$ cat config.mk
export PLATFORM = sky130hd
export DESIGN_NAME = pitch_contour_generator_core
export DESIGN_NICKNAME = d
export VERILOG_FILES = /design/src/hdl/pcg_pkg.sv /design/src/hdl/pcg_mul.sv /design/src/hdl/pitch_contour_generator_core.sv
export VERILOG_INCLUDE_DIRS = /design/src /design/src/hdl
export SDC_FILE = /design/constraint.sdc
export NUM_CORES = 2
export LEC_CHECK = 0
export BUFFER_PORTS_ARGS = -buffer_cell sky130_fd_sc_hd__buf_2
export CAP_MARGIN = 20
export CORE_AREA = 4 4 325 327
export DETAILED_ROUTE_END_ITERATION = 12
export DIE_AREA = 0 0 329 331
export GPL_TIMING_DRIVEN = 0
export PLACE_DENSITY = 0.79
export RECOVER_POWER = 50
export SYNTH_ARGS = -nofsm -noshare
export SYNTH_HDL_FRONTEND = slang
export SYNTH_SLANG_ARGS = --single-unit
$ cat constraint.sdc
create_clock -name i_clk -period 13 [get_ports i_clk]
set_input_delay 1.3 -clock i_clk [delete_from_list [all_inputs] [get_ports i_clk]]
set_output_delay 1.3 -clock i_clk [all_outputs]
set_load 0.02 [all_outputs]
$ cat src/hdl/pitch_contour_generator_core_defines.svh
// Assertion macros for the pitch contour generator.
// Included by the modules that carry concurrent checks; needs i_clk and i_rst_n in scope.
`ifndef PITCH_CONTOUR_GENERATOR_CORE_DEFINES_SVH
`define PITCH_CONTOUR_GENERATOR_CORE_DEFINES_SVH
`ifndef NO_ASSERTIONS
// Condition must hold at every clock edge out of reset.
`define PCG_ASSERT(label, cond) \
    label: assert property (@(posedge i_clk) disable iff (!i_rst_n) (cond)) \
        else $error("pcg check failed");
// Antecedent implies consequent in the next cycle.
`define PCG_ASSERT_NEXT(label, ante, cons) \
    label: assert property (@(posedge i_clk) disable iff (!i_rst_n) (ante) |=> (cons)) \
        else $error("pcg check failed");
`else
`define PCG_ASSERT(label, cond)
`define PCG_ASSERT_NEXT(label, ante, cons)
`endif
`endif

$ cat src/hdl/pcg_pkg.sv
// Shared types and constants of the pitch contour generator.
// No dependencies; used by pcg_mul and pitch_contour_generator_core.
package pcg_pkg;
    localparam int FREQ_W = 24;
    localparam int DUR_W  = 10;
    localparam int OFF_W  = 11;
    localparam int NUM_W  = 34;
    localparam int V_W    = 26;
    localparam int SEM_W  = 16;
    localparam int MUL_W  = 32;
    localparam logic [20:0] LOG2_REF_Q16 = 21'd1181703;

    // Operand pair presented to the shared multiplier.
    typedef struct packed {
        logic [MUL_W-1:0] a;
        logic [MUL_W-1:0] b;
    } t_mul_req;
endpackage

$ cat src/hdl/pcg_mul.sv
// Shared registered multiplier of the pitch contour generator.
// Depends on pcg_pkg for the operand struct.
module pcg_mul
    import pcg_pkg::*;
(
    input  logic               i_clk,
    input  t_mul_req           i_req,
    output logic [2*MUL_W-1:0] o_prod
);
    logic [2*MUL_W-1:0] r_prod;

    // One product per cycle, available the cycle after the operands.
    always_ff @(posedge i_clk) begin
        r_prod <= i_req.a * i_req.b;
    end

    assign o_prod = r_prod;
endmodule

$ cat src/hdl/pitch_contour_generator_core.sv
// Top level of the pitch contour generator: sequencer, divider, log unit.
// Depends on pcg_pkg, pcg_mul and pitch_contour_generator_core_defines.svh.
//
// Usage: control points of one syllable enter on the input channel
// (i_valid / o_stall) with frequency (Q16.8 Hz), duration in ms and a final
// mark. Smoothed pitch samples in semitones from middle C (Q8.8) leave on
// the output channel (o_valid / i_stall), one request each, with a final
// sample mark and a clamped-duration flag.
// A point is accepted when i_valid is high and o_stall is low; o_stall is
// high for the whole time the block works on a point. Each raw sample passes
// through the multiplier states S_MUL1 to S_MUL3, 34 divider steps (one
// quotient bit per cycle), a filtering step, normalization and repeated
// squaring on the shared multiplier. A point yields up to 30 samples per
// 600 ms segment (two segments on the final point).
// A finished sample waits in the output register; while the receiver holds
// i_stall high the sequencer holds the next finished sample until it frees.
// Synchronous reset clears the syllable state and the output valid.
module pitch_contour_generator_core
    import pcg_pkg::*;
#(
    parameter int MAX_SEGMENT_MS   = 600,
    parameter int SAMPLE_PERIOD_MS = 20
) (
    input  logic                    i_clk,
    input  logic                    i_rst_n,
    input  logic                    i_valid,
    output logic                    o_stall,
    input  logic [FREQ_W-1:0]       i_freq_hz_q8,
    input  logic [DUR_W-1:0]        i_duration_ms,
    input  logic                    i_last_point,
    output logic                    o_valid,
    input  logic                    i_stall,
    output logic signed [SEM_W-1:0] o_semitone_q8,
    output logic                    o_last_sample,
    output logic                    o_clamped
);
    `include "pitch_contour_generator_core_defines.svh"

    localparam logic [3:0] S_IDLE   = 4'd0;
    localparam logic [3:0] S_SEG    = 4'd1;
    localparam logic [3:0] S_MUL1   = 4'd2;
    localparam logic [3:0] S_MUL2   = 4'd3;
    localparam logic [3:0] S_MUL3   = 4'd4;
    localparam logic [3:0] S_DIV    = 4'd5;
    localparam logic [3:0] S_PUSH   = 4'd6;
    localparam logic [3:0] S_NORM   = 4'd7;
    localparam logic [3:0] S_SQ_MUL = 4'd8;
    localparam logic [3:0] S_SQ_ADJ = 4'd9;
    localparam logic [3:0] S_ROUND  = 4'd10;
    localparam logic [3:0] S_EMIT   = 4'd11;
    localparam logic [3:0] S_NEXT   = 4'd12;

    localparam logic [DUR_W-1:0] MAX_D  = DUR_W'(MAX_SEGMENT_MS);
    localparam logic [OFF_W-1:0] PERIOD = OFF_W'(SAMPLE_PERIOD_MS);

    logic [3:0]              r_state;
    // Syllable state.
    logic [FREQ_W-1:0]       r_prev_freq;
    logic [DUR_W-1:0]        r_prev_dur;
    logic                    r_have_prev;
    logic [OFF_W-1:0]        r_off;
    logic [FREQ_W-1:0]       r_older;
    logic [FREQ_W-1:0]       r_pending;
    logic [1:0]              r_seen;
    logic                    r_clamp_seen;
    // Current point and segment.
    logic [FREQ_W-1:0]       r_f;
    logic [DUR_W-1:0]        r_d;
    logic                    r_last;
    logic                    r_phase;
    logic [FREQ_W-1:0]       r_f1;
    logic [FREQ_W-1:0]       r_f2;
    logic [DUR_W-1:0]        r_seg_d;
    // Arithmetic datapath.
    logic [NUM_W-1:0]        r_acc;
    logic [NUM_W-1:0]        r_num;
    logic [DUR_W-1:0]        r_rem;
    logic [5:0]              r_cnt;
    logic [V_W-1:0]          r_v;
    logic [4:0]              r_n;
    logic [30:0]             r_m;
    logic [15:0]             r_frac;
    logic                    r_end_cont;
    logic                    r_out_last;
    logic signed [SEM_W-1:0] r_res;
    // Output register.
    logic                    r_ov;
    logic signed [SEM_W-1:0] r_out_sem;
    logic                    r_out_lastq;
    logic                    r_out_clamp;

    t_mul_req           mul_req;
    logic [2*MUL_W-1:0] mul_prod;
    logic               in_take;
    logic               out_free;
    logic               emit_take;
    logic [DUR_W:0]     div_try;
    logic [DUR_W:0]     div_sub;
    logic [OFF_W-1:0]   seg_left;
    logic [31:0]        sq_hi;
    logic [FREQ_W-1:0]  quot;
    logic signed [22:0] lg_diff;
    logic signed [26:0] lg_scaled;
    logic signed [18:0] lg_round;
    logic signed [SEM_W-1:0] sat_res;

    assign in_take   = i_valid && !o_stall;
    assign out_free  = !r_ov || !i_stall;
    assign emit_take = (r_state == S_EMIT) && out_free;
    assign o_stall   = (r_state != S_IDLE);

    // Shared multiplier operand selection.
    assign seg_left = OFF_W'({1'b0, r_seg_d}) - r_off;
    always_comb begin
        mul_req = '0;
        case (r_state)
            S_MUL1: begin
                mul_req.a = MUL_W'(r_f1);
                mul_req.b = MUL_W'(seg_left);
            end
            S_MUL2: begin
                mul_req.a = MUL_W'(r_f2);
                mul_req.b = MUL_W'(r_off);
            end
            S_SQ_MUL: begin
                mul_req.a = MUL_W'(r_m);
                mul_req.b = MUL_W'(r_m);
            end
            default: begin
                mul_req = '0;
            end
        endcase
    end

    pcg_mul u_mul (
        .i_clk  (i_clk),
        .i_req  (mul_req),
        .o_prod (mul_prod)
    );

    // One restoring division step.
    assign div_try = {r_rem, r_num[NUM_W-1]};
    assign div_sub = div_try - {1'b0, r_seg_d};
    assign quot    = r_num[FREQ_W-1:0];

    // Squared mantissa back in Q30.
    assign sq_hi = mul_prod[61:30];

    // Semitone scaling: 12 * (log2 - ref) rounded to Q8.8, then saturated.
    assign lg_diff   = $signed({2'b00, r_n, r_frac}) - $signed({2'b00, LOG2_REF_Q16});
    assign lg_scaled = (27'(lg_diff) <<< 3) + (27'(lg_diff) <<< 2) + 27'sd128;
    assign lg_round  = 19'(lg_scaled >>> 8);
    always_comb begin
        if (lg_round > 19'sd32767) begin
            sat_res = 16'sh7fff;
        end else if (lg_round < -19'sd32768) begin
            sat_res = 16'sh8000;
        end else begin
            sat_res = lg_round[SEM_W-1:0];
        end
    end

    // Output register: loads a finished sample and clears once it is taken.
    always_ff @(posedge i_clk) begin
        if (!i_rst_n) begin
            r_ov <= 1'b0;
        end else if (emit_take) begin
            r_ov        <= 1'b1;
            r_out_sem   <= r_res;
            r_out_lastq <= r_out_last;
            r_out_clamp <= r_clamp_seen;
        end else if (!i_stall) begin
            r_ov <= 1'b0;
        end
    end

    // Sequencer and datapath registers.
    always_ff @(posedge i_clk) begin
        if (!i_rst_n) begin
            r_state      <= S_IDLE;
            r_prev_freq  <= '0;
            r_prev_dur   <= '0;
            r_have_prev  <= 1'b0;
            r_off        <= '0;
            r_older      <= '0;
            r_pending    <= '0;
            r_seen       <= '0;
            r_clamp_seen <= 1'b0;
        end else begin
            case (r_state)
                S_IDLE: begin
                    if (in_take) begin
                        r_f     <= i_freq_hz_q8;
                        r_last  <= i_last_point;
                        r_phase <= 1'b0;
                        if (i_duration_ms > MAX_D) begin
                            r_d          <= MAX_D;
                            r_clamp_seen <= 1'b1;
                        end else begin
                            r_d <= i_duration_ms;
                        end
                        r_f1    <= r_prev_freq;
                        r_seg_d <= r_prev_dur;
                        r_f2    <= i_freq_hz_q8;
                        r_state <= r_have_prev ? S_SEG : S_NEXT;
                    end
                end
                S_SEG: begin
                    if (r_off < OFF_W'({1'b0, r_seg_d})) begin
                        r_state <= S_MUL1;
                    end else begin
                        r_off   <= r_off - OFF_W'({1'b0, r_seg_d});
                        r_state <= S_NEXT;
                    end
                end
                S_MUL1: begin
                    r_state <= S_MUL2;
                end
                S_MUL2: begin
                    r_acc   <= mul_prod[NUM_W-1:0] + NUM_W'(r_seg_d >> 1);
                    r_state <= S_MUL3;
                end
                S_MUL3: begin
                    r_num   <= r_acc + mul_prod[NUM_W-1:0];
                    r_rem   <= '0;
                    r_cnt   <= 6'(NUM_W - 1);
                    r_state <= S_DIV;
                end
                S_DIV: begin
                    if (!div_sub[DUR_W]) begin
                        r_rem <= div_sub[DUR_W-1:0];
                        r_num <= {r_num[NUM_W-2:0], 1'b1};
                    end else begin
                        r_rem <= div_try[DUR_W-1:0];
                        r_num <= {r_num[NUM_W-2:0], 1'b0};
                    end
                    if (r_cnt == '0) begin
                        r_state <= S_PUSH;
                    end else begin
                        r_cnt <= r_cnt - 6'd1;
                    end
                end
                S_PUSH: begin
                    r_pending  <= quot;
                    r_older    <= r_pending;
                    r_out_last <= 1'b0;
                    r_end_cont <= 1'b0;
                    r_n        <= 5'(V_W - 1);
                    if (r_seen == 2'd0) begin
                        r_seen  <= 2'd1;
                        r_off   <= r_off + PERIOD;
                        r_state <= S_SEG;
                    end else if (r_seen == 2'd1) begin
                        r_v     <= {r_pending, 2'b00};
                        r_seen  <= 2'd2;
                        r_state <= S_NORM;
                    end else begin
                        r_v     <= V_W'(r_older) + {1'b0, r_pending, 1'b0} + V_W'(quot);
                        r_state <= S_NORM;
                    end
                end
                S_NORM: begin
                    if (r_v < V_W'(1024)) begin
                        r_res   <= 16'sh8000;
                        r_state <= S_EMIT;
                    end else if (r_v[V_W-1]) begin
                        r_m     <= {r_v, 5'b00000};
                        r_frac  <= '0;
                        r_cnt   <= 6'd15;
                        r_state <= S_SQ_MUL;
                    end else begin
                        r_v <= {r_v[V_W-2:0], 1'b0};
                        r_n <= r_n - 5'd1;
                    end
                end
                S_SQ_MUL: begin
                    r_state <= S_SQ_ADJ;
                end
                S_SQ_ADJ: begin
                    if (sq_hi[31]) begin
                        r_m    <= sq_hi[31:1];
                        r_frac <= r_frac | (16'd1 << r_cnt[3:0]);
                    end else begin
                        r_m <= sq_hi[30:0];
                    end
                    if (r_cnt == '0) begin
                        r_state <= S_ROUND;
                    end else begin
                        r_cnt   <= r_cnt - 6'd1;
                        r_state <= S_SQ_MUL;
                    end
                end
                S_ROUND: begin
                    r_res   <= sat_res;
                    r_state <= S_EMIT;
                end
                S_EMIT: begin
                    if (out_free) begin
                        if (r_end_cont) begin
                            r_have_prev  <= 1'b0;
                            r_off        <= '0;
                            r_seen       <= '0;
                            r_clamp_seen <= 1'b0;
                            r_state      <= S_IDLE;
                        end else begin
                            r_off   <= r_off + PERIOD;
                            r_state <= S_SEG;
                        end
                    end
                end
                S_NEXT: begin
                    if (!r_phase) begin
                        r_prev_freq <= r_f;
                        r_prev_dur  <= r_d;
                        r_have_prev <= 1'b1;
                        if (r_last) begin
                            r_f1    <= r_f;
                            r_f2    <= r_f;
                            r_seg_d <= r_d;
                            r_phase <= 1'b1;
                            r_state <= S_SEG;
                        end else begin
                            r_state <= S_IDLE;
                        end
                    end else if (r_seen != 2'd0) begin
                        r_v        <= {r_pending, 2'b00};
                        r_out_last <= 1'b1;
                        r_end_cont <= 1'b1;
                        r_n        <= 5'(V_W - 1);
                        r_state    <= S_NORM;
                    end else begin
                        r_have_prev  <= 1'b0;
                        r_off        <= '0;
                        r_seen       <= '0;
                        r_clamp_seen <= 1'b0;
                        r_state      <= S_IDLE;
                    end
                end
                default: begin
                    r_state <= S_IDLE;
                end
            endcase
        end
    end

    assign o_valid       = r_ov;
    assign o_semitone_q8 = r_out_sem;
    assign o_last_sample = r_out_lastq;
    assign o_clamped     = r_out_clamp;

    // The division remainder always stays below the divisor.
    `PCG_ASSERT(a_rem_below_div, (r_state != S_DIV) || (r_rem < r_seg_d))
    // The sample counter saturates at two.
    `PCG_ASSERT(a_seen_range, r_seen != 2'd3)
    // The squaring mantissa is normalized to Q30.
    `PCG_ASSERT(a_mant_norm, (r_state != S_SQ_MUL) || r_m[30])
    // An accepted point always starts the sequencer.
    `PCG_ASSERT_NEXT(a_take_starts, in_take, r_state != S_IDLE)
    // Between segments the stored offset stays under one sample period.
    `PCG_ASSERT(a_off_idle, (r_state != S_IDLE) || (r_off < PERIOD))
endmodule
Yosys cells after proc, flatten, opt, wreduce, memory -nomap -nowiden
Cells that the tools add are included.

cells by class
  $add $sub $neg = 13
  $mul = 1
  $lt $le $gt $ge = 5
  eq/ne operators = 36
  shift-type cells = 1
  muxes and demuxes = 89
  bitwise logic cells = 2
  reductions and logical operators = 43

operators by type and width
  kind                     number
  $pmux W63 S3             1
  $mux W26                 6
  $mux W16                 6
  $mux W24                 4
  $pmux W24 S2             2
  $mux W31                 3
  $pmux W26 S3             1
  $pmux W34 S2             1
  $mux W11                 6
  $pmux W16 S2             2
  $mul A31 B32 Y62         1
  $pmux W31 S2             1
  $pmux W4 S13             1
  $pmux W11 S4             1
  $mux W10                 4
  $pmux W10 S2             2
  $ne A2 B2 Y1 const B     18
  $add A34 B34 Y34         1
  $add A34 B9 Y34          1
  $mux W4                  8
  $add A26 B9 Y27 const B  1
  $add A24 B25 Y26         1
  $add A25 B24 Y26         1
  $add A26 B24 Y26         1
  other kinds (47)         116

word-level totals
  flip-flop bits (word level) = 455
  logic and storage cells = 222

Depth between registers and ports, before layout
  word-level depth = 7
  depth in mapped cells = 41
  depth with buffers taken out = 40

Hierarchy
A second synthesis with hierarchy kept.

second synthesis, totals
  cells, all modules = 6155
  area, all modules = 57649.0 µm²

modules (own cells, without submodules)
  module                        instances  cells an instance  area an instance (µm²)  sequential area each (µm²)
  pcg_mul                       1          3809               34749.6                 1281.2
  pitch_contour_generator_core  1          2346               22899.5                 10780.3

Worst setup path before layout
No wires, ideal clock.

  path kind = flip-flop to flip-flop
  from = reg r_seg_d[0]
  to = reg u_mul.r_prod[49], in the netlist u_mul.o_prod[49]
  setup time = 0.118 ns
  data arrival time = 9.067 ns
  required time = 12.882 ns
  setup slack = 3.815 ns
  stages on the path, launching flop included = 39
  clock period less this slack = 9.185 ns
  path through = edfxtp_1 -> inv_1 -> ha_1 -> fa_1 -> nor2b_1 -> o21ai_1 -> a21oi_1 -> o21ai_1 -> a21oi_1 -> o21ai_1 -> a21boi_1 -> o21ai_0 -> and3b_1 -> o21ai_1 -> clkbuf_1 -> a21oi_1 -> fa_1 -> inv_1 -> [... 3 more ...] -> fa_1 -> fa_1 -> fa_1 -> fa_1 -> fa_1 -> ha_1 -> clkbuf_1 -> a21o_1 -> a21o_1 -> a21oi_1 -> nor2_1 -> a2111o_1 -> a221o_1 -> a21oi_1 -> o21ai_1 -> a21o_1 -> a21o_1 -> xnor2_1

between the ends
  word-level cells in the longest chain between the ends = 3

RTL lines
  item                      line                                 text
  start: declaration        pitch_contour_generator_core.sv:73   logic [DUR_W-1:0] r_seg_d;
  start signal: assignment  pitch_contour_generator_core.sv:203  r_seg_d <= r_prev_dur;
  start signal: assignment  pitch_contour_generator_core.sv:319  r_seg_d <= r_d;
  $sub A10 B11 Y11          pitch_contour_generator_core.sv:113  assign seg_left = OFF_W'({1'b0, r_seg_d}) - r_off;
  $pmux W63 S3              pitch_contour_generator_core.sv:116  case (r_state)
  $mul A31 B32 Y62          pcg_mul.sv:14                        r_prod <= i_req.a * i_req.b;
  end signal: assignment    pcg_mul.sv:14
  end: declaration          pcg_mul.sv:10                        logic [2*MUL_W-1:0] r_prod;

Every way passes these cells.
A chain may end at the register's enable or synchronous reset.

Worst setup path in the final report
  from = reg r_state[1]
  to = reg u_mul.r_prod[61], in the netlist u_mul.o_prod[61]

between the ends
  word-level cells in the longest chain between the ends = 3
  elaborated cells on any way between the ends = 5
  those cells by class = 1 x mul; 3 x eq/ne; 1 x mux

RTL lines
  item                                                 line                                 text
  start: declaration                                   pitch_contour_generator_core.sv:56   logic [3:0] r_state;
  start signal: assignment                             pitch_contour_generator_core.sv:205  r_state <= r_have_prev ? S_SEG : S_NEXT;
  $eq A4 B4 Y1 / $eq A4 B2 Y1 (equally long branches)  pitch_contour_generator_core.sv:116
  $pmux W63 S3 (*)                                     pitch_contour_generator_core.sv:116
  $mul A31 B32 Y62 (*)                                 pcg_mul.sv:14

Every way passes the cells marked *; elsewhere a longest branch is shown, timed or not.

==> impl_metrics.env <==
export IMPL_cts_sinks=455
export IMPL_final_cell_mix="nand2_1 (1,127), inv_1 (1,054), fa_1 (856)"
export IMPL_nNetsFinal=7350
export IMPL_wl_per_cell_um=24.3
export IMPL_ys_warn_count=0
export IMPL_grt_ovfl_total=0
export IMPL_crit_slowest_cell="buf_1"
export IMPL_cp_data_required_time_ps=13530
export IMPL_cts_setup_buffers=0
export IMPL_synth_area_sq_mm=0.0540
export IMPL_violations="max-capacitance violations, max-slew violations"
export IMPL_tightest_slew_ps=2150
export IMPL_place_hpwl_mm=150
export IMPL_max_cap_violations=1
export IMPL_yosysSeqAreaShare_pct=22.3
export IMPL_synth_edff_count=291
export IMPL_hold_viol_final=0
export IMPL_crit_path_max_incr_delay_ps=910
export IMPL_ff_latch_area_sq_mm=0.0120
export IMPL_start_util_pct=52.5
export IMPL_multiInputGateArea_sq_mm=0.0371
export IMPL_drt_pass1_iterations=7
export IMPL_hold_buffers=0
export IMPL_grt_max_degree=38
export IMPL_critPathCaptureType="flip-flop"
export IMPL_rsz0062_at_grt="false"
export IMPL_fp_dieH_um=331
export IMPL_synthCells=5913
export IMPL_drc=0
export IMPL_globalplace_congestion=1.04
export IMPL_powerDensity_mw_per_mm2=148
export IMPL_cts_repair_resized=0
export IMPL_grt_pass1_vias=44097
export IMPL_ant_nets=0
export IMPL_portBuffers=57
export IMPL_io_pins=59
export IMPL_syn_to_final_growth_pct=7.47
export IMPL_cp_start_kind="flip-flop"
export IMPL_max_freq_mhz=83.1
export IMPL_fp_dieW_um=329
export IMPL_status="finished, violations left"
export IMPL_slew_headroom_pct=-43.5
export IMPL_tns_ps=0
export IMPL_min_path_type="reg2reg"
export IMPL_cpLargestDelayFamily="adder cells"
export IMPL_finalCritPeriodShare_pct=92.5
export IMPL_grt_met2_usage_pct=51.5
export IMPL_path_buf_inv=10
export IMPL_rows=118
export IMPL_grt_pass1_wl_mm=274
export IMPL_drv_slew=32
export IMPL_cts_tree="done"
export IMPL_arrival_ps=12560
export IMPL_dieArea_sq_mm=0.109
export IMPL_vias=43178
export IMPL_drt_initial_drc_count=4651
export IMPL_clock_latency_ps=620
export IMPL_syn_num_nets=7208
export IMPL_worst_path_most_repeated_cell="fa_1"
export IMPL_p_leak_uw=0.0270
export IMPL_met1_usage_pct=44.6
export IMPL_critPathKind="reg2reg"
export IMPL_synth_seq_cells=455
export IMPL_clkTransAtPathRegs_ps=70
export IMPL_crit_fanout=10
export IMPL_htreeDepth=2
export IMPL_postSynthAreaPerCell_sq_um=9.14
export IMPL_met3_usage_pct=8.21
export IMPL_routed_wirelength_mm=182
export IMPL_root_buffer="clkbuf_16"
export IMPL_layout_commonest_cell="nand2_1"
export IMPL_grt_busiest_layer="met2"
export IMPL_numCtsBuffers=46
export IMPL_core_area_sq_mm=0.103
export IMPL_synth_cell_types=84
export IMPL_cts_buffer_depth=3
export IMPL_grtUsageTotal_pct=33.9
export IMPL_synth_ff_type="edfxtp_1"
export IMPL_nFillCells=9124
export IMPL_setup_violations=0
export IMPL_ir_drop_mv=0.112
export IMPL_fin_crit_ps=12030
export IMPL_holdWs_ps=414
export IMPL_skew_ps=36.6
export IMPL_layout_drive_gt1_share_pct=2.68
export IMPL_routed_via_density=5.78
export IMPL_synthArstFlopShare_pct=0
export IMPL_antenna_found_initial=3
==> synth_stat cells (21+ instances only) <==
cell,instances,area (sq um)
and3_1,44,275
ha_1,400,5000
dfxtp_1,164,3280
and2_1,57,357
o21ai_0,121,606
nor2_1,371,1390
clkbuf_1,242,908
mux2i_1,44,440
buf_1,23,86.3
xor2_1,76,666
a31oi_1,21,131
o21ai_1,67,335
a21oi_1,283,1420
inv_1,1054,3960
nand2b_1,30,188
edfxtp_1,291,8740
nand2_1,1127,4230
xnor2_1,101,885
nor2b_1,37,231
o21a_1,33,248
o21bai_1,21,158
nor3_1,47,235
a22oi_1,41,308
fa_1,856,17100
a21o_1,57,428
nand3_1,44,220
==> cells by family (layout without fill, tap and decap cells) <==
family                   after synthesis  after routing  synth area share [%]
AND/OR/NAND/NOR                     1836           1836                  14.2
buffers and inverters               1323           1502                  9.22
adder cells (fa/ha/maj)             1256           1256                  41.0
AO/OA/AOI/OAI                        821            821                  9.62
flip-flops                           455            455                  22.3
XOR/XNOR                             177            177                  2.87
multiplexers                          45             45                 0.836
other                                  0              1                     0
==> metal layers <==
metal  up-vias  share of wire (%)  wire length, um
li1      18941                  -                -
met1     21349                 38            69600
met2      2358                 43            78100
met3       530                 11            20500
met4         0                7.4            13500
met5         -                  0                0
==> metrics by stage <==
step	power (uW)	util (%)	instances	instance area [sq um]	setup slack, ps
2_1_floorplan	4970	-	5913	54000	3810
3_3_place_gp	6820	54.5	7350	56000	1380
3_5_place_dp	6920	54.9	7382	56500	1360
4_1_cts	8430	56.5	7467	58100	1300
5_1_grt	9010	56.4	7472	58100	708
6_report	8570	56.4	7473	58100	970
==> registers in the layout, indices dropped and copies added (netlist names), 2 cells and up <==
signal         count
u_mul.o_prod      62
r_acc             34
r_num             34
r_m               31
r_v               26
r_f1              24
r_f2              24
r_f               24
r_older           24
r_pending         24
r_prev_freq       24
o_semitone_q8     16
r_frac            16
r_res             16
r_off             11
r_d               10
r_prev_dur        10
r_rem             10
r_seg_d           10
r_cnt              6
r_n                5
r_state            4
r_seen             2
==> where the power goes <==
group	internal (uW)	leakage, uW	switching (uW)	total (uW)
Clock	845	0.000803	623	1470
Sequential	1810	0.00400	152	1960
Combinational	1620	0.0222	3520	5140
Total	4270	0.0270	4300	8570
==> path summary, 6_finish.rpt <==
check | slack, ps | startpoint | endpoint | cells past startpoint
hold / removal | 410 | r_res[15]$_SDFFCE_PN1P_ | o_semitone_q8[15]$_DFFE_PP_ | 0
setup reg to reg | 970 | r_state[1]$_SDFFE_PN0P_ | u_mul.o_prod[61]$_DFF_P_ | 33
hold reg to reg | 410 | r_res[15]$_SDFFCE_PN1P_ | o_semitone_q8[15]$_DFFE_PP_ | 0
setup / recovery | 970 | r_state[1]$_SDFFE_PN0P_ | u_mul.o_prod[61]$_DFF_P_ | 33
==> final cells by class <==
type / count / share of cell area, %
multi-input cells: 4135 / 63.9
flip-flops and latches: 455 / 20.7
inverters: 1055 / 6.82
well taps: 1380 / 2.97
clock buffers: 56 / 2.17
plain buffers: 268 / 1.75
repair buffers: 94 / 0.996
clock inverters: 29 / 0.687
diodes: 1 / 0.00431
Note: power is estimated with default switching activity, not from simulation.
